[config.mk]
export PLATFORM = sky130hd
export DESIGN_NAME = noise_gap_segment_selector_unit_flat
export DESIGN_NICKNAME = d
export VERILOG_FILES = /design/src/rtl/ngs_pkg.sv /design/src/rtl/ngs_if.sv /design/src/rtl/noise_gap_segment_selector_unit.sv /design/src/rtl/ngs_cfg_regs.sv /design/src/rtl/ngs_gap_calc.sv /design/src/flat_wrapper.sv
export VERILOG_INCLUDE_DIRS = /design/src /design/src/rtl
export SDC_FILE = /design/constraint.sdc
export NUM_CORES = 1
export LEC_CHECK = 0
export BUFFER_PORTS_ARGS = -buffer_cell sky130_fd_sc_hd__buf_4
export CAP_MARGIN = 20
export CORE_ASPECT_RATIO = 1.25
export CORE_MARGIN = 5
export CORE_UTILIZATION = 53
export CTS_CLUSTER_DIAMETER = 200
export CTS_CLUSTER_SIZE = 24
export DETAILED_ROUTE_END_ITERATION = 10
export PLACE_DENSITY = 0.72
export SLEW_MARGIN = 20
export SYNTH_ARGS = -nofsm -noshare
export SYNTH_HDL_FRONTEND = slang
export SYNTH_SLANG_ARGS = --single-unit
[constraint.sdc]
create_clock -name i_clk -period 9.2 [get_ports i_clk]
set_clock_uncertainty 0.1 [all_clocks]
set_input_delay 0 -clock i_clk [delete_from_list [all_inputs] [get_ports i_clk]]
set_output_delay 0 -clock i_clk [all_outputs]
set_load 0.02 [all_outputs]
[src/rtl/noise_gap_segment_selector_unit_assert.svh]
// Assertion macros for the noise gap segment selector.
// NGS_ASSERT_NOW: consequent checked in the same cycle as the antecedent.
// NGS_ASSERT_NEXT: consequent checked in the cycle after the antecedent.
`ifndef NOISE_GAP_SEGMENT_SELECTOR_UNIT_ASSERT_SVH
`define NOISE_GAP_SEGMENT_SELECTOR_UNIT_ASSERT_SVH

`ifndef SYNTH
`define NGS_ASSERT_NOW(label, clk, rst_n, ante, cons) \
    label: assert property (@(posedge clk) disable iff (!rst_n) (ante) |-> (cons)) \
        else $error("ngs assertion failed");
`define NGS_ASSERT_NEXT(label, clk, rst_n, ante, cons) \
    label: assert property (@(posedge clk) disable iff (!rst_n) (ante) |=> (cons)) \
        else $error("ngs assertion failed");
`else
`define NGS_ASSERT_NOW(label, clk, rst_n, ante, cons)
`define NGS_ASSERT_NEXT(label, clk, rst_n, ante, cons)
`endif

`endif

[src/rtl/ngs_pkg.sv]
package ngs_pkg;

    localparam int FIELD_W        = 20;
    localparam int WIN_W          = 16;
    localparam int BUDGET_W       = 20;
    localparam int CFG_IDX_W      = 2;
    localparam int CFG_DATA_W     = 20;
    localparam int INDEX_BITS_DEF = 20;

    localparam logic [CFG_IDX_W-1:0] REG_PRE_WINDOW = 2'd0;
    localparam logic [CFG_IDX_W-1:0] REG_DECAY      = 2'd1;
    localparam logic [CFG_IDX_W-1:0] REG_BUDGET     = 2'd2;

    typedef struct packed {
        logic awaiting_first;
        logic budget_done;
    } t_flags;

    typedef struct packed {
        logic [FIELD_W-1:0] start;
        logic [FIELD_W-1:0] length;
        logic               fin;
    } t_seg;

endpackage

[src/rtl/ngs_if.sv]
interface ngs_item_if #(
    parameter int INDEX_BITS = ngs_pkg::INDEX_BITS_DEF
);
    logic                  valid;
    logic                  ready;
    logic [INDEX_BITS-1:0] peak_idx;
    logic                  last_peak;

    modport source (output valid, output peak_idx, output last_peak, input ready);
    modport sink   (input valid, input peak_idx, input last_peak, output ready);
endinterface

interface ngs_seg_if;
    logic                         valid;
    logic                         ready;
    logic [ngs_pkg::FIELD_W-1:0]  segment_start;
    logic [ngs_pkg::FIELD_W-1:0]  segment_length;
    logic                         final_segment;

    modport source (output valid, output segment_start, output segment_length,
                    output final_segment, input ready);
    modport sink   (input valid, input segment_start, input segment_length,
                    input final_segment, output ready);
endinterface

interface ngs_cfg_if;
    logic                            valid;
    logic                            ready;
    logic [ngs_pkg::CFG_IDX_W-1:0]   index;
    logic [ngs_pkg::CFG_DATA_W-1:0]  data;

    modport source (output valid, output index, output data, input ready);
    modport sink   (input valid, input index, input data, output ready);
endinterface

[src/rtl/noise_gap_segment_selector_unit.sv]
// Channel  Direction  Handshake          Payload
// i_item   in         valid/ready        peak_idx, last_peak
// o_seg    out        valid/ready        segment_start, segment_length, final_segment
// i_cfg    in         valid/ready        index, data (0 pre window, 1 decay, 2 budget)
//
// One item per cycle sustained while the result is not stalled. An accepted item
// waits in the input register and moves to the result register when it advances,
// where any result is offered; the per-peak state updates when the item moves on.
// A stalled result holds the result register while one more item waits in the
// input register. Synchronous active-low reset clears the valid bits, the per-buffer
// state and the configuration registers.
`include "noise_gap_segment_selector_unit_assert.svh"

module noise_gap_segment_selector_unit #(
    parameter int INDEX_BITS = ngs_pkg::INDEX_BITS_DEF
) (
    input  logic      i_clk,
    input  logic      i_rst_n,
    ngs_item_if.sink  i_item,
    ngs_seg_if.source o_seg,
    ngs_cfg_if.sink   i_cfg
);
    import ngs_pkg::*;

    logic [WIN_W:0]        window;
    logic [BUDGET_W-1:0]   budget;

    logic                  r_in_valid;
    logic [INDEX_BITS-1:0] r_in_peak;
    logic                  r_in_last;

    t_flags                r_flags;
    logic [INDEX_BITS-1:0] r_prev;
    logic [INDEX_BITS-1:0] r_count;

    logic                  r_out_valid;
    t_seg                  r_out;

    logic                  advance;
    logic                  emit;
    t_seg                  seg;
    t_flags                n_flags;
    logic [INDEX_BITS-1:0] n_prev;
    logic [INDEX_BITS-1:0] n_count;

    ngs_cfg_regs u_cfg (
        .i_clk    (i_clk),
        .i_rst_n  (i_rst_n),
        .i_cfg    (i_cfg),
        .o_window (window),
        .o_budget (budget)
    );

    ngs_gap_calc #(.INDEX_BITS(INDEX_BITS)) u_calc (
        .i_flags      (r_flags),
        .i_prev_start (r_prev),
        .i_collected  (r_count),
        .i_window     (window),
        .i_budget     (budget),
        .i_peak       (r_in_peak),
        .i_last       (r_in_last),
        .o_emit       (emit),
        .o_seg        (seg),
        .o_next_flags (n_flags),
        .o_next_prev  (n_prev),
        .o_next_count (n_count)
    );

    assign advance      = r_in_valid && (!r_out_valid || o_seg.ready);
    assign i_item.ready = !r_in_valid || advance;

    always_ff @(posedge i_clk) begin
        if (!i_rst_n) begin
            r_in_valid <= 1'b0;
        end else if (i_item.ready) begin
            r_in_valid <= i_item.valid;
        end
    end

    always_ff @(posedge i_clk) begin
        if (i_item.ready && i_item.valid) begin
            r_in_peak <= i_item.peak_idx;
            r_in_last <= i_item.last_peak;
        end
    end

    always_ff @(posedge i_clk) begin
        if (!i_rst_n) begin
            r_flags <= '{awaiting_first: 1'b1, budget_done: 1'b0};
            r_prev  <= '0;
            r_count <= '0;
        end else if (advance) begin
            r_flags <= n_flags;
            r_prev  <= n_prev;
            r_count <= n_count;
        end
    end

    always_ff @(posedge i_clk) begin
        if (!i_rst_n) begin
            r_out_valid <= 1'b0;
        end else if (advance) begin
            r_out_valid <= emit;
        end else if (o_seg.ready) begin
            r_out_valid <= 1'b0;
        end
    end

    always_ff @(posedge i_clk) begin
        if (advance && emit) begin
            r_out <= seg;
        end
    end

    assign o_seg.valid          = r_out_valid;
    assign o_seg.segment_start  = r_out.start;
    assign o_seg.segment_length = r_out.length;
    assign o_seg.final_segment  = r_out.fin;

    `NGS_ASSERT_NOW(a_fresh_state, i_clk, i_rst_n, r_flags.awaiting_first,
                    (r_prev == '0 && r_count == '0))
    `NGS_ASSERT_NOW(a_done_after_first, i_clk, i_rst_n, r_flags.budget_done,
                    !r_flags.awaiting_first)
    `NGS_ASSERT_NEXT(a_last_clears, i_clk, i_rst_n, advance && r_in_last,
                     r_flags.awaiting_first && !r_flags.budget_done)
    `NGS_ASSERT_NOW(a_quiet_when_done, i_clk, i_rst_n, advance && r_flags.budget_done, !emit)

endmodule

[src/rtl/ngs_cfg_regs.sv]
module ngs_cfg_regs (
    input  logic                          i_clk,
    input  logic                          i_rst_n,
    ngs_cfg_if.sink                       i_cfg,
    output logic [ngs_pkg::WIN_W:0]       o_window,
    output logic [ngs_pkg::BUDGET_W-1:0]  o_budget
);
    import ngs_pkg::*;

    logic [WIN_W-1:0]    r_pre_window;
    logic [WIN_W-1:0]    r_decay;
    logic [BUDGET_W-1:0] r_budget;
    logic                cfg_wr;

    assign i_cfg.ready = 1'b1;
    assign cfg_wr      = i_cfg.valid;

    always_ff @(posedge i_clk) begin
        if (!i_rst_n) begin
            r_pre_window <= '0;
            r_decay      <= '0;
            r_budget     <= '0;
        end else begin
            if (cfg_wr) begin
                unique case (i_cfg.index)
                    REG_PRE_WINDOW: r_pre_window <= i_cfg.data[WIN_W-1:0];
                    REG_DECAY:      r_decay      <= i_cfg.data[WIN_W-1:0];
                    REG_BUDGET:     r_budget     <= i_cfg.data[BUDGET_W-1:0];
                    default: ;
                endcase
            end
        end
    end

    // pulse extent: pre-peak window plus decay
    assign o_window = {1'b0, r_pre_window} + {1'b0, r_decay};
    assign o_budget = r_budget;

endmodule

[src/rtl/ngs_gap_calc.sv]
module ngs_gap_calc #(
    parameter int INDEX_BITS = ngs_pkg::INDEX_BITS_DEF
) (
    input  ngs_pkg::t_flags               i_flags,
    input  logic [INDEX_BITS-1:0]         i_prev_start,
    input  logic [INDEX_BITS-1:0]         i_collected,
    input  logic [ngs_pkg::WIN_W:0]       i_window,
    input  logic [ngs_pkg::BUDGET_W-1:0]  i_budget,
    input  logic [INDEX_BITS-1:0]         i_peak,
    input  logic                          i_last,
    output logic                          o_emit,
    output ngs_pkg::t_seg                 o_seg,
    output ngs_pkg::t_flags               o_next_flags,
    output logic [INDEX_BITS-1:0]         o_next_prev,
    output logic [INDEX_BITS-1:0]         o_next_count
);
    import ngs_pkg::*;

    localparam int GW = ((INDEX_BITS > WIN_W + 1) ? INDEX_BITS : WIN_W + 1) + 1;
    localparam int CW = (INDEX_BITS + 1 > BUDGET_W) ? INDEX_BITS + 1 : BUDGET_W;

    logic [GW-1:0]         gap_begin;
    logic                  too_close;
    logic                  take;
    logic [GW-1:0]         from;
    logic [INDEX_BITS-1:0] len;
    logic [CW-1:0]         newlen;
    logic [CW-1:0]         remain;
    logic [CW-1:0]         clamped;
    logic                  over;

    assign gap_begin = GW'(i_prev_start) + GW'(i_window);
    assign too_close = GW'(i_peak) < gap_begin;
    assign newlen    = CW'(len) + CW'(i_collected);
    assign over      = newlen > CW'(i_budget);
    assign remain    = (CW'(i_budget) > CW'(i_collected)) ?
                       CW'(i_budget) - CW'(i_collected) : '0;
    assign clamped   = (CW'(len) < remain) ? CW'(len) : remain;

    always_comb begin
        take = 1'b0;
        from = '0;
        len  = '0;
        if (!i_flags.budget_done) begin
            if (i_flags.awaiting_first) begin
                // a peak at sample zero began in the previous buffer
                take = (i_peak != '0);
                len  = i_peak;
            end else begin
                take = !too_close;
                from = gap_begin;
                len  = INDEX_BITS'(GW'(i_peak) - gap_begin);
            end
        end
    end

    always_comb begin
        o_emit       = 1'b0;
        o_seg        = '0;
        o_next_flags = i_flags;
        o_next_prev  = i_prev_start;
        o_next_count = i_collected;
        if (i_flags.budget_done) begin
            o_emit = 1'b0;
        end else if (!take) begin
            // skipped peak: only a last one reports a closing empty segment
            o_emit    = i_last;
            o_seg.fin = 1'b1;
        end else begin
            o_emit                      = 1'b1;
            o_seg.start                 = FIELD_W'(from);
            o_next_flags.awaiting_first = 1'b0;
            o_next_prev                 = i_peak;
            if (over || i_last) begin
                o_seg.length             = FIELD_W'(clamped);
                o_seg.fin                = 1'b1;
                o_next_flags.budget_done = 1'b1;
            end else begin
                o_seg.length = FIELD_W'(len);
                o_next_count = INDEX_BITS'(newlen);
            end
        end
        if (i_last) begin
            o_next_flags.awaiting_first = 1'b1;
            o_next_flags.budget_done    = 1'b0;
            o_next_prev                 = '0;
            o_next_count                = '0;
        end
    end

endmodule
[src/flat_wrapper.sv]
// flat-port wrapper written by rule: the top's interface ports become plain ports
module noise_gap_segment_selector_unit_flat import ngs_pkg::*;
#(
    parameter int INDEX_BITS = ngs_pkg::INDEX_BITS_DEF
)
  (i_clk, i_rst_n, i_item_valid, i_item_peak_idx, i_item_last_peak, i_item_ready, o_seg_valid, o_seg_segment_start, o_seg_segment_length, o_seg_final_segment, o_seg_ready, i_cfg_valid, i_cfg_index, i_cfg_data, i_cfg_ready);
  ngs_item_if #(.INDEX_BITS(INDEX_BITS)) i_item_i ();
  ngs_seg_if o_seg_i ();
  ngs_cfg_if i_cfg_i ();
  input  logic i_clk;
  input  logic i_rst_n;
  input wire logic [$bits(i_item_i.valid)-1:0] i_item_valid;
  input wire logic [$bits(i_item_i.peak_idx)-1:0] i_item_peak_idx;
  input wire logic [$bits(i_item_i.last_peak)-1:0] i_item_last_peak;
  output wire logic [$bits(i_item_i.ready)-1:0] i_item_ready;
  output wire logic [$bits(o_seg_i.valid)-1:0] o_seg_valid;
  output wire logic [$bits(o_seg_i.segment_start)-1:0] o_seg_segment_start;
  output wire logic [$bits(o_seg_i.segment_length)-1:0] o_seg_segment_length;
  output wire logic [$bits(o_seg_i.final_segment)-1:0] o_seg_final_segment;
  input wire logic [$bits(o_seg_i.ready)-1:0] o_seg_ready;
  input wire logic [$bits(i_cfg_i.valid)-1:0] i_cfg_valid;
  input wire logic [$bits(i_cfg_i.index)-1:0] i_cfg_index;
  input wire logic [$bits(i_cfg_i.data)-1:0] i_cfg_data;
  output wire logic [$bits(i_cfg_i.ready)-1:0] i_cfg_ready;
  assign i_item_i.valid = i_item_valid;
  assign i_item_i.peak_idx = i_item_peak_idx;
  assign i_item_i.last_peak = i_item_last_peak;
  assign i_item_ready = i_item_i.ready;
  assign o_seg_valid = o_seg_i.valid;
  assign o_seg_segment_start = o_seg_i.segment_start;
  assign o_seg_segment_length = o_seg_i.segment_length;
  assign o_seg_final_segment = o_seg_i.final_segment;
  assign o_seg_i.ready = o_seg_ready;
  assign i_cfg_i.valid = i_cfg_valid;
  assign i_cfg_i.index = i_cfg_index;
  assign i_cfg_i.data = i_cfg_data;
  assign i_cfg_ready = i_cfg_i.ready;
  noise_gap_segment_selector_unit #(.INDEX_BITS(INDEX_BITS)) u_core (.i_clk(i_clk), .i_rst_n(i_rst_n), .i_item(i_item_i), .o_seg(o_seg_i), .i_cfg(i_cfg_i));
endmodule
Yosys cells after proc, flatten, opt, wreduce, memory -nomap -nowiden

Index checks and enable logic that the tools add are counted.

Eq/ne operators: 4
Mux-type cells: 23
Reduce and logical (&&, ||, !) cells: 20
Add/subtract/negate cells: 5
$lt $le $gt $ge: 4
Bitwise operators: 1

Operator list:

| cell               | count |
|---|---|
| $mux 20            | 11 |
| $lt 20x21->1       | 2 |
| $add 20x17->21     | 1 |
| $add 20x20->21     | 1 |
| $gt 21x20->1       | 1 |
| $mux 21            | 1 |
| $sub 20x20->21     | 1 |
| $gt 20x20->1       | 1 |
| $reduce_bool 20->1 | 1 |
| $sub 20x20->20     | 1 |
| $add 16x16->17     | 1 |
| $mux 1             | 8 |
| $mux 2             | 3 |
| $reduce_and 2->1   | 3 |
| $ne 2x1->1 const B | 2 |
| $reduce_and 4->1   | 1 |
| $reduce_bool 2->1  | 2 |
| $logic_and 1x1->1  | 3 |
| $logic_not 1->1    | 3 |
| $logic_or 1x1->1   | 3 |
| $reduce_and 3->1   | 1 |
| $reduce_or 3->1    | 1 |
| $eq 2x1->1 const B | 1 |
| $eq 2x2->1 const B | 1 |
| 3 further kinds    | 3 |

Bits in registers: 158
Word-level logic and storage cells: 71
Input bits: 48
Output and inout port bits: 44

Logic depth before layout (Yosys ltp)

Gate-level depths: netlist of run 1.

Depth in word-level cells: 12
Mapped depth: 38
Depth with buffers taken out: 37

Hierarchy

A second synthesis of run 1 with hierarchy kept.

Cell total of the unflattened synthesis: 1532
Area, all modules: 12512.0 um^2

Modules (own cells, without submodules):

| module                          | area an instance (um^2) | cells an instance | instances | seq. area each (um^2) |
|---|---|---|---|---|
| ngs_gap_calc                    | 6200.9                  | 954               | 1         | 0.0 |
| noise_gap_segment_selector_unit | 3688.5                  | 257               | 1         | 2742.6 |
| ngs_cfg_regs                    | 2622.5                  | 321               | 1         | 1041.0 |

Least setup slack after synthesis of run 1

Ideal clock, no wire load.

Path kind: register to register
Start point: reg u_core.u_cfg.r_pre_window[1]
End point: reg u_core.r_out, in the netlist u_core.o_seg.segment_length[0] (data pin)
Stages on the path, launching flop included: 38
Period minus slack after synthesis: 7.466 ns
Required time: 8.834 ns
Arrival time: 7.100 ns
Setup slack: 1.734 ns
Cells stage by stage: dfxtp_1 > fa_1 > ha_1 > fa_1 > a21oi_1 > o22ai_1 > nor2_1 > xor2_1 > ha_1 > or3_1 > nor4_1 > o41ai_2 > maj3_1 > xnor2_1 > nor2_1 > xnor2_1 > nor2_1 > ha_1 > (+2 left out) > a31oi_1 > inv_1 > a311oi_1 > o31ai_1 > a21oi_1 > xnor2_1 > ha_1 > o21ai_0 > nand2b_1 > a21oi_1 > a21oi_1 > o21a_1 > a211o_1 > nor2_1 > a211oi_2 > clkbuf_1 > mux2i_1 > nor2_1

Word-level cells in the longest chain between the ends: 9
Elaborated cells between the ends (all ways): 17
Classes of those cells: add/sub (4); order compare (3); mux (6); bitwise (1); reduce/logical (3)

Ends and longest elaborated chain:

| what                     | line                                   | RTL |
|---|---|---|
| start: declaration       | ngs_cfg_regs.sv:10                     | `logic [WIN_W-1:0] r_pre_window;` |
| start signal: assignment | ngs_cfg_regs.sv:26                     | `REG_PRE_WINDOW: r_pre_window <= i_cfg.data[WIN_W-1:0];` |
| $add 16x16->17 *         | ngs_cfg_regs.sv:36                     | `assign o_window = {1'b0, r_pre_window} + {1'b0, r_decay};` |
| $add 20x17->21 *         | ngs_gap_calc.sv:32                     | `assign gap_begin = GW'(i_prev_start) + GW'(i_window);` |
| $sub 20x20->20           | ngs_gap_calc.sv:52                     | `len = INDEX_BITS'(GW'(i_peak) - gap_begin);` |
| $mux 20                  | ngs_gap_calc.sv:45                     | `if (i_flags.awaiting_first) begin` |
| $mux 20                  | ngs_gap_calc.sv:44                     | `if (!i_flags.budget_done) begin` |
| $add 20x20->21           | ngs_gap_calc.sv:34                     | `assign newlen = CW'(len) + CW'(i_collected);` |
| $gt 21x20->1             | ngs_gap_calc.sv:35                     | `assign over = newlen > CW'(i_budget);` |
| $logic_or 1x1->1         | ngs_gap_calc.sv:74                     | `if (over \|\| i_last) begin` |
| $mux 20                  | ngs_gap_calc.sv:74                     |  |
| end signal: assignment   | noise_gap_segment_selector_unit.sv:111 | `r_out <= seg;` |
| end: declaration         | noise_gap_segment_selector_unit.sv:37  | `t_seg r_out;` |

Every way passes the cells marked *; elsewhere a longest branch is shown, timed or not.
A chain may end at the register's enable or synchronous reset.

Worst setup path in the final report of run 1

Start point: reg u_core.u_cfg.r_pre_window[1]
End point: reg u_core.r_out, in the netlist u_core.o_seg.segment_length[11] (data pin)

The elaborated chain is that of the path after synthesis.

==> out/qor.csv, run 1 <==
metric,value,unit
Clock Pin Slew Worst Setup and Hold Paths,80,ps
Worst Tran Pin Value,1095,ps
MaxCap Viol Count,0,
WL per Instance,21.30,um
P per Cell Area,200.4,nW/um2
area delta synth->final,17.76,%
cell area after synthesis,11600,um2
share of layout cells above drive strength 1,11.23,%
placer congestion estimate,0.9762,
die area,24960,um2
WHS Endpoint,u_core.o_seg.valid,
Reg2Reg Setup Slack,410,ps
leakage power,5.608,nW
Gate power share,41.3,%
Die Y,175.4,um
Setup TNS,0,ps
R2R cell count,37,
Detailed Route WL,37.24,mm
Yosys top cell area share,16.57,%
"Clk Latency, worst-skew pair",450,ps
status,"finished, violations left",
IO Count,92,
Post-DP Area,12520,um2
CP required,9310,ps
DRC violation count after routing,0,
CTS tree,built,
Final Core Density,63.38,%
Yosys reg bits,158,
"most common cell after layout, fill and taps aside",nand2_1,
Site Rows,60,
vias per cell,6.229,
hpwl dp,27.65,mm
Tcrit/Tclk final,95.55,%
Slew HR,26.98,%
Post-synth EDFFs,62,
GRT Total Usage,29.36,%
CTS max path bufs,2,
Cell variety after synth,77,
vias in the first global route,10500,
fin area,13660,um2
r2r endpoint,u_core.o_seg.segment_length[11],
post-synthesis sequential area ratio,32.63,%
"Setup Fix Bufs, Post-CTS",0,
Area contributors post-synth,"dfxtp_1 17%, edfxtp_1 16%, ha_1 12%",
Switching Fraction,39.97,%
initial antenna violation count,0,
Net Sw Power,1.094,mW
syn_nets,1526,
H-tree levels,4,
synthesized netlist cell count,1345,
pin count of the biggest net entering global routing,90,
first-pass GRT wire length,56.99,mm
"Avg Cell Area, Syn",8.622,um2
clk sink count,158,
via count,10890,
Yosys top cell by area,dfxtp_1,
Initial Utilization,53.82,%
Top delay family on crit path,compound AO/OA/AOI/OAI gates,
ys flop type,dfxtp_1,
RSZ-0062 raised after global routing,false,
cts bufs inserted,17,
worst hold stages,4,
maximum fanout along the worst path,24,
worst r2r src,u_core.u_cfg.r_pre_window[1],
setup violators final,0,
CP max-delay cell,fa_1,
Sequential Power Share,30.8,%
CTS Root Cell,clkbuf_16,
grt total ovfl,0,
crit start category,flop,
Post-layout nets,1637,
WP buf/inv,2,
First DRT Iteration DRCs,873,
Fin. Hold Viols,1,
worst hold path class,in2reg,
Pins Over Slew Limit,0,
critical path's largest stage delay,480,ps
Port Buffers,90,
Hold WS,-1.460,ps
min cycle time layout,8791,ps
Hold Crit Start,o_seg_ready,
crit path kind,reg2reg,
Clock Power Share,27.9,%
VDD IR-drop max,0.1235,mV
ant diodes,0,
CP arrival,8900,ps
Die Wd,142.3,um
asr flop ratio synth,0,%
Pint,1.643,mW
First-pass DRT Iterations,5,
fmax,113.8,MHz
synth warn,0,
"Power, Total",2.737,mW
"commonest cells after routing, fill and taps aside","183 x nand2_1, 113 x ha_1, 106 x buf_4",
# fillers,1829,
violated checks,negative hold slack,
CP Capture Type,flop,
core region area,21550,um2
number of antenna-violating nets in the routed design,0,
Critical Path Most Common Cell,a21oi_1,
## per-layer routing
metal	wire (um)	vias to the layer above	part of all wire, %	GRT usage, %
met1	14140	5197	38	34.13
met3	1888	134	5.1	4.112
met4	2367	0	6.4	17.95
met5	0	-	0	0
met2	18840	415	51	50.69
li1	-	5142	-	-
## repair_timing
action / 4_1_cts / 5_1_grt
endpoints found under the setup margin: 0 / 28
hold buffers: 47 / 0
endpoints found under the hold margin: 83 / 0
resized for setup: 0 / 5
## metrics by stage
stage          std cells  worst slack [ps]  hold slack (ps)
5_1_grt             1748             8.312            64.81
3_3_place_gp        1667             456.9            78.49
3_5_place_dp        1668             283.8            79.46
6_report            1748             409.2           -1.460
4_1_cts             1747             191.9            16.97
2_1_floorplan       1345              1734           -1.131
## power groups by stage
stage               Clock (mW)  Sequential [mW]  Combinational [mW]
CTS                      0.770            0.842                1.10
detailed placement           0            0.857                1.07
global placement             0            0.856                1.06
finish                   0.763            0.842                1.13
global route             0.799            0.846                1.23
floorplan                    0            0.874               0.741
## worst max-delay path by stage
stage                                                  to                    startpoint  depth (start not counted)  slack, ps
after floorplan            u_core.o_seg.segment_length[0]  u_core.u_cfg.r_pre_window[1]                         37       1730
after global placement    u_core.o_seg.segment_length[14]  u_core.u_cfg.r_pre_window[1]                         36        460
after detailed placement  u_core.o_seg.segment_length[14]  u_core.u_cfg.r_pre_window[1]                         36        280
after CTS                 u_core.o_seg.segment_length[14]  u_core.u_cfg.r_pre_window[1]                         36        190
after global routing      u_core.o_seg.segment_length[11]  u_core.u_cfg.r_pre_window[1]                         37          8
final                     u_core.o_seg.segment_length[11]  u_core.u_cfg.r_pre_window[1]                         37        410
## flip-flops by register name, summed over array words and instances, names as in the netlist
name,count
u_core.o_seg.segment_start,20
u_core.u_cfg.r_pre_window,16
u_core.r_in_peak,20
u_core.r_prev,20
u_core.o_seg.valid,1
u_core.o_seg.segment_length,20
u_core.o_seg.final_segment,1
u_core.u_cfg.o_budget,20
u_core.r_count,20
u_core.r_in_valid,1
u_core.r_in_last,1
u_core.u_cfg.r_decay,16
u_core.r_flags,2
## synth_stat cells, types with 11 or more instances
library cell  instances
xor2_1               17
xnor2_1              31
a21oi_1              96
o21ai_0              40
fa_1                 20
nand3_1              74
clkbuf_1             46
nor2b_1              11
dfxtp_1              96
a21o_1               37
nor3_1               17
a32o_1               19
nand2_1             183
ha_1                113
a211oi_1             11
nand2b_1             26
inv_1                69
a21boi_0             56
edfxtp_1             62
nor2_1               91
o2111ai_1            23
nand4_1              33
o21a_1               16
## area by class of cell
type / instances / area [um2] / area share, %
Clock inverter: 13 / 158.9 / 1.164
Multi-Input combinational cell: 1055 / 7325 / 53.64
Sequential cell: 158 / 3784 / 27.71
Inverter: 69 / 259.0 / 1.897
Clock buffer: 19 / 475.5 / 3.482
Timing Repair Buffer: 155 / 1305 / 9.557
Tap cell: 279 / 349.1 / 2.556
## logic make-up (layout without fill, tap and decap cells)
logic type / Yosys count / after routing / synth area share, %
AND/OR/NAND/NOR: 492 / 492 / 20.00
AO/OA/AOI/OAI: 372 / 372 / 22.59
multiplexers: 7 / 7 / 0.6150
XOR/XNOR: 49 / 49 / 3.766
flip-flops: 158 / 158 / 32.63
other: 1 / 1 / 0.03234
adder cells (fa/ha/maj): 134 / 134 / 15.73
buffers and inverters: 132 / 256 / 4.629
## worst register-to-register path, delay by kind of cell (launching register included)
| family | cells | cell delay (ps) |
|---|---|---|
| buffers and inverters | 2 | 330 |
| XOR/XNOR | 4 | 600 |
| AO/OA/AOI/OAI | 15 | 2830 |
| flip-flops | 1 | 330 |
| adder cells (fa/ha/maj) | 7 | 2420 |
| AND/OR/NAND/NOR | 9 | 1970 |
Note: power is estimated with default switching activity, not from simulation.
==> run 2: changes to the inputs <==
--- a/config.mk
+++ b/config.mk
@@ -15,6 +15,7 @@
 export CTS_CLUSTER_SIZE = 24
 export DETAILED_ROUTE_END_ITERATION = 10
 export PLACE_DENSITY = 0.72
+export RECOVER_POWER = 50
 export SLEW_MARGIN = 20
 export SYNTH_ARGS = -nofsm -noshare
 export SYNTH_HDL_FRONTEND = slang
==> run 2 against run 1 <==
Net effect: utilization fell by 0.79 points; the run ends with negative hold slack, max-capacitance violations, max-slew violations left; sequential share of layout area rose by 0.35 points; highest routed layer unchanged; first-iteration DRC count fell by 6.4%; worst setup slack improved by 15 ps.
==> out/qor.csv, run 2 (same netlist as run 1, synthesis figures left out) <==
metric,value,unit,change
status,"finished, violations left",,
violated checks,"negative hold slack, max-capacitance violations, max-slew violations",,
Slew HR,-120.2,%,-150 points
GRT Max-Usage Layer,met2,,
clk sink count,158,,unchanged
leakage power,5.439,nW,-3.0%
First-pass DRT Iterations,5,,unchanged
hpwl dp,27.65,mm,unchanged
crit path kind,reg2reg,,
met1 Use GR,34.13,%,unchanged
fmax,114.0,MHz,+0.17%
Critical Path Most Common Cell,a21oi_1,,
min cycle time layout,8776,ps,-15.10 ps
CP arrival,8890,ps,about the same
die area,24960,um2,unchanged
GR Util met2,50.69,%,unchanged
"commonest cells after routing, fill and taps aside","183 x nand2_1, 113 x ha_1, 96 x dfxtp_1",,
Die Y,175.4,um,unchanged
pin count of the biggest net entering global routing,90,,unchanged
Top delay family on crit path,compound AO/OA/AOI/OAI gates,,
CP Capture Type,flop,,
placer congestion estimate,0.9762,,unchanged
IO Count,92,,unchanged
WL per Instance,21.32,um,about the same
cts bufs inserted,17,,unchanged
Die Wd,142.3,um,unchanged
RSZ-0062 raised after global routing,false,,
Initial Utilization,53.82,%,unchanged
WP buf/inv,2,,unchanged
"Setup Fix Bufs, Post-CTS",0,,unchanged
grt total ovfl,0,,unchanged
fin area,13490,um2,-1.2%
Site Rows,60,,unchanged
Post-layout nets,1637,,unchanged
# fillers,1880,,+2.8%
H-tree levels,4,,unchanged
vias in the first global route,10500,,unchanged
First DRT Iteration DRCs,817,,-6.4%
via count,10890,,+0.028%
maximum fanout along the worst path,24,,unchanged
"most common cell after layout, fill and taps aside",nand2_1,,
initial antenna violation count,0,,unchanged
number of antenna-violating nets in the routed design,0,,unchanged
area delta synth->final,16.29,%,
Post-DP Area,12520,um2,unchanged
core region area,21550,um2,unchanged
Hold WS,-17.81,ps,-16.35 ps
MaxCap Viol Count,3,,+3
Fin. Hold Viols,1,,unchanged
M3 GR Usage,4.112,%,unchanged
VDD IR-drop max,0.1205,mV,-2.4%
CTS Root Cell,clkbuf_16,,
Detailed Route WL,37.26,mm,about the same
critical path's largest stage delay,480,ps,about the same
CP required,9320,ps,about the same
crit start category,flop,,
Port Buffers,90,,unchanged
Clock Pin Slew Worst Setup and Hold Paths,90,ps,about the same
Setup TNS,0,ps,unchanged
CTS tree,built,,
ant diodes,0,,unchanged
Pins Over Slew Limit,144,,+144
GRT Total Usage,29.36,%,unchanged
Tcrit/Tclk final,95.39,%,-0.16 points
first-pass GRT wire length,56.99,mm,unchanged
worst hold path class,in2reg,,
setup violators final,0,,unchanged
share of layout cells above drive strength 1,8.101,%,-3.1 points
CTS max path bufs,2,,unchanged
Worst Tran Pin Value,3303,ps,+2208 ps
CP max-delay cell,fa_1,,
"Clk Latency, worst-skew pair",450,ps,about the same
P per Cell Area,201.4,nW/um2,+0.48%
vias per cell,6.231,,about the same
DRC violation count after routing,0,,unchanged
-- run 2: cell count changes in the layout (fill, tap and decap cells not counted) --
cell and change:
clkbuf_1 +45, clkbuf_4 +21, and2_2 -1, buf_4 -66, and2_0 +1
-- run 2: path summary, 6_finish.rpt --
check / start / to / slack [ps] / depth (start not counted)
min reg2reg: u_core.u_cfg.r_decay[5] / u_core.u_cfg.r_decay[5] / 400 / 2
max reg2reg: u_core.u_cfg.r_pre_window[1] / u_core.o_seg.segment_length[11] / 420 / 37
min: o_seg_ready / u_core.o_seg.valid / -20 / 4
max: u_core.u_cfg.r_pre_window[1] / u_core.o_seg.segment_length[11] / 420 / 37
-- run 2: worst register-to-register path: cells and delay by family, from the launching register on --
kind	cells	cell delay (ps)
xor gates and xnor gates	4	610
buffers and inverters	2	320
DFF	1	330
AOI/OAI and AO/OA	15	2810
and+or+nand+nor	9	1990
adders and majority gates	7	2420
-- run 2: what timing repair did --
| action | in CTS | in global routing |
|---|---|---|
| hold endpoints to repair | 83 | 0 |
| setup endpoints to repair | 0 | 28 |
| hold buffers | 47 | 0 |
| gates resized for setup | 0 | 5 |
-- run 2: metrics by stage --
step / hold WS, ps / worst slack [ps] / std cells / power [mW] / utilization [%]
3_5_place_dp: 79.46 / 283.8 / 1668 / 1.930 / 58.10
4_1_cts: 16.97 / 191.9 / 1747 / 2.711 / 63.22
2_1_floorplan: -1.131 / 1734 / 1345 / 1.614 / -
6_report: -17.81 / 424.3 / 1748 / 2.716 / 62.59
3_3_place_gp: 78.49 / 456.9 / 1667 / 1.914 / 57.97
5_1_grt: 65.06 / 8.312 / 1748 / 2.851 / 62.59
-- run 2: area by class of cell --
class | count | area (um2) | share of cell area, %
Clock inverter | 13 | 158.9 | 1.178
Multi-Input combinational cell | 1055 | 7323 | 54.31
Timing Repair Buffer | 155 | 1136 | 8.425
Inverter | 69 | 259.0 | 1.921
Sequential cell | 158 | 3784 | 28.06
Clock buffer | 19 | 475.5 | 3.526
Tap cell | 279 | 349.1 | 2.589
-- run 2: power breakdown --
part	total, mW	internal [mW]	switching (mW)
Clock	0.764	0.401	0.363
Sequential	0.842	0.800	0.0418
Combinational	1.11	0.423	0.687
-- run 2: per-layer routing --
metal	vias to the layer above	wire, um	part of all wire (%)
met5	-	0	0
met4	0	2467	6.6
met3	158	1992	5.3
met2	424	18720	50
met1	5172	14080	38
li1	5137	-	-
==> run 3: changes to the inputs <==
--- a/config.mk
+++ b/config.mk
@@ -8,13 +8,12 @@
 export LEC_CHECK = 0
 export BUFFER_PORTS_ARGS = -buffer_cell sky130_fd_sc_hd__buf_4
 export CAP_MARGIN = 20
-export CORE_ASPECT_RATIO = 1.25
 export CORE_MARGIN = 5
 export CORE_UTILIZATION = 53
 export CTS_CLUSTER_DIAMETER = 200
 export CTS_CLUSTER_SIZE = 24
 export DETAILED_ROUTE_END_ITERATION = 10
-export PLACE_DENSITY = 0.72
+export PLACE_DENSITY = 0.82
 export RECOVER_POWER = 50
 export SLEW_MARGIN = 20
 export SYNTH_ARGS = -nofsm -noshare
==> run 3 against run 2 <==
Net effect: the flow finishes with violations (max-capacitance violations, max-slew violations); global-route usage is 1.3 points lower; flip-flop and latch count stayed put; clock power is 2% lower; utilization is 0.11 points lower; register-to-register slack better by 100 ps; critical endpoint is now u_core.o_seg.segment_length[17].
==> out/qor.csv, run 3 (same netlist as run 1, synthesis figures left out) <==
metric,value,unit,change
register area,3784,um2,unchanged
worst hold path class,in2reg,,
die area,24940,um2,about the same
Tcrit/Tclk final,94.25,%,-1.1 points
violated checks,"max-capacitance violations, max-slew violations",,
Clock Pin Slew Worst Setup and Hold Paths,70,ps,-20 ps
crit start category,flop,,
Max Used Layer,met4,,
Slew HR,-139.7,%,-19 points
Hold WS,99.55,ps,+117.4 ps
core region area,21690,um2,+0.66%
vias in the first global route,10110,,-3.7%
First DRT Iteration DRCs,980,,+20%
Pins Over Slew Limit,116,,-19%
# fillers,1840,,-2.1%
CTS max path bufs,2,,unchanged
Post-layout nets,1644,,+0.43%
Sequential Power Share,31.1,%,about the same
Port Buffers,90,,unchanged
via count,10860,,-0.30%
WL per Instance,19.89,um,-6.7%
clk sink count,158,,unchanged
Gate power share,41.3,%,+0.4 points
grt total ovfl,0,,unchanged
RSZ-0062 raised after global routing,false,,
CP required,9250,ps,-70 ps
Die Wd,157.9,um,+11%
fmax,115.3,MHz,+1.2%
VDD IR-drop max,0.1258,mV,+4.4%
Pint,1.626,mW,+0.19%
area occupied by multi-input gates,7348,um2,+0.34%
CTS Root Cell,clkbuf_16,,
Worst Tran Pin Value,3595,ps,+292.1 ps
cts bufs inserted,17,,unchanged
"commonest cells after routing, fill and taps aside","183 x nand2_1, 113 x ha_1, 96 x dfxtp_1",,
area delta synth->final,16.85,%,
pin count of the biggest net entering global routing,94,,+4.4%
"most common cell after layout, fill and taps aside",nand2_1,,
hpwl dp,26.26,mm,-5.0%
leakage power,5.479,nW,+0.74%
DRC violation count after routing,0,,unchanged
maximum fanout along the worst path,17,,-29%
Reg2Reg Setup Slack,530,ps,+100 ps
Setup TNS,0,ps,unchanged
placer congestion estimate,0.9934,,+1.8%
number of antenna-violating nets in the routed design,0,,unchanged
GRT Total Usage,28.10,%,-1.3 points
crit path kind,reg2reg,,
critical path's largest stage delay,500,ps,+20 ps
CP arrival,8720,ps,-170 ps
First-pass DRT Iterations,6,,+1
vias per cell,6.183,,-0.76%
Clock Power Share,27.6,%,-0.5 points
P per Cell Area,199.6,nW/um2,-0.88%
Net Sw Power,1.079,mW,-1.3%
H-tree levels,4,,unchanged
"Clk Latency, worst-skew pair",440,ps,about the same
routed wl met2,15.06,mm,-20%
Detailed Route WL,34.94,mm,-6.2%
IO Count,92,,unchanged
ant diodes,0,,unchanged
CP max-delay cell,a21oi_1,,
min cycle time layout,8671,ps,-104.8 ps
Die Y,157.9,um,-10%
CP Capture Type,flop,,
Initial Utilization,53.47,%,-0.35 points
"Setup Fix Bufs, Post-CTS",0,,unchanged
worst hold stages,5,,+1
met1 wire length,15.30,mm,+8.6%
initial antenna violation count,0,,unchanged
Site Rows,54,,-10%
setup violators final,0,,unchanged
status,"finished, violations left",,
CTS tree,built,,
Switching Fraction,39.88,%,-0.36 points
R2R cell count,33,,-11%
share of layout cells above drive strength 1,7.995,%,-0.11 points
MaxCap Viol Count,2,,-1
Critical Path Most Common Cell,ha_1,,
first-pass GRT wire length,54.59,mm,-4.2%
Fin. Hold Viols,0,,-1
DR WL met3,3.397,mm,+71%
==> run 3: power by group through the flow <==
stage,combinational [mW],clock (mW),sequential [mW]
after floorplan,0.741,0,0.874
after global placement,1.03,0,0.854
after detailed placement,1.06,0,0.857
after CTS,1.08,0.753,0.841
after global routing,1.22,0.782,0.846
final,1.12,0.747,0.841
==> run 3: path summary, 6_finish.rpt <==
kind | start | endpoint
worst max-delay path | u_core.u_cfg.r_pre_window[1] | u_core.o_seg.segment_length[17]
worst min-delay path | i_cfg_valid | u_core.u_cfg.r_pre_window[14]
worst max register to register | u_core.u_cfg.r_pre_window[1] | u_core.o_seg.segment_length[17]
worst min register to register | u_core.u_cfg.r_pre_window[8] | u_core.u_cfg.r_pre_window[8]
==> run 3: final cells by class <==
cell class,instances,share of cell area [%]
inverter,69,1.911
tap,280,2.585
sequential,158,27.92
clock inverter,12,0.9234
timing repair buffer,161,8.818
clock buffer,20,3.610
multi-input combinational,1056,54.23
==> run 3: layer usage <==
layer / vias to the layer above / GRT usage, %
met5: - / 0
met3: 78 / 4.511
li1: 5165 / -
met2: 552 / 42.66
met1: 5063 / 40.42
met4: 0 / 10.53
==> run 3: stage by stage <==
stage | instance area (um2) | std cells | utilization [%] | worst slack [ps] | power (mW)
CTS | 13650 | 1753 | 62.92 | 165.6 | 2.678
global placement | 12460 | 1664 | 57.46 | 486.9 | 1.889
finish | 13550 | 1756 | 62.48 | 529.1 | 2.705
detailed placement | 12460 | 1664 | 57.46 | 219.1 | 1.915
global route | 13550 | 1756 | 62.48 | 0.6928 | 2.850
floorplan | 11600 | 1345 | - | 1734 | 1.614
==> run 3: what timing repair did <==
action	4_1_cts	5_1_grt
hold buffers	57	0
endpoints found under the setup margin	0	31
hold endpoints to repair	81	0
gates resized for setup	0	7
==> run 3: worst max-delay path, delay by kind of cell, from the launching register on <==
family	cells	cell delay, ps
AOI/OAI and AO/OA	13	3260
xor gates and xnor gates	3	410
adders and majority gates	6	2070
DFF	1	340
and+or+nand+nor	10	1960
buffers and inverters	1	240
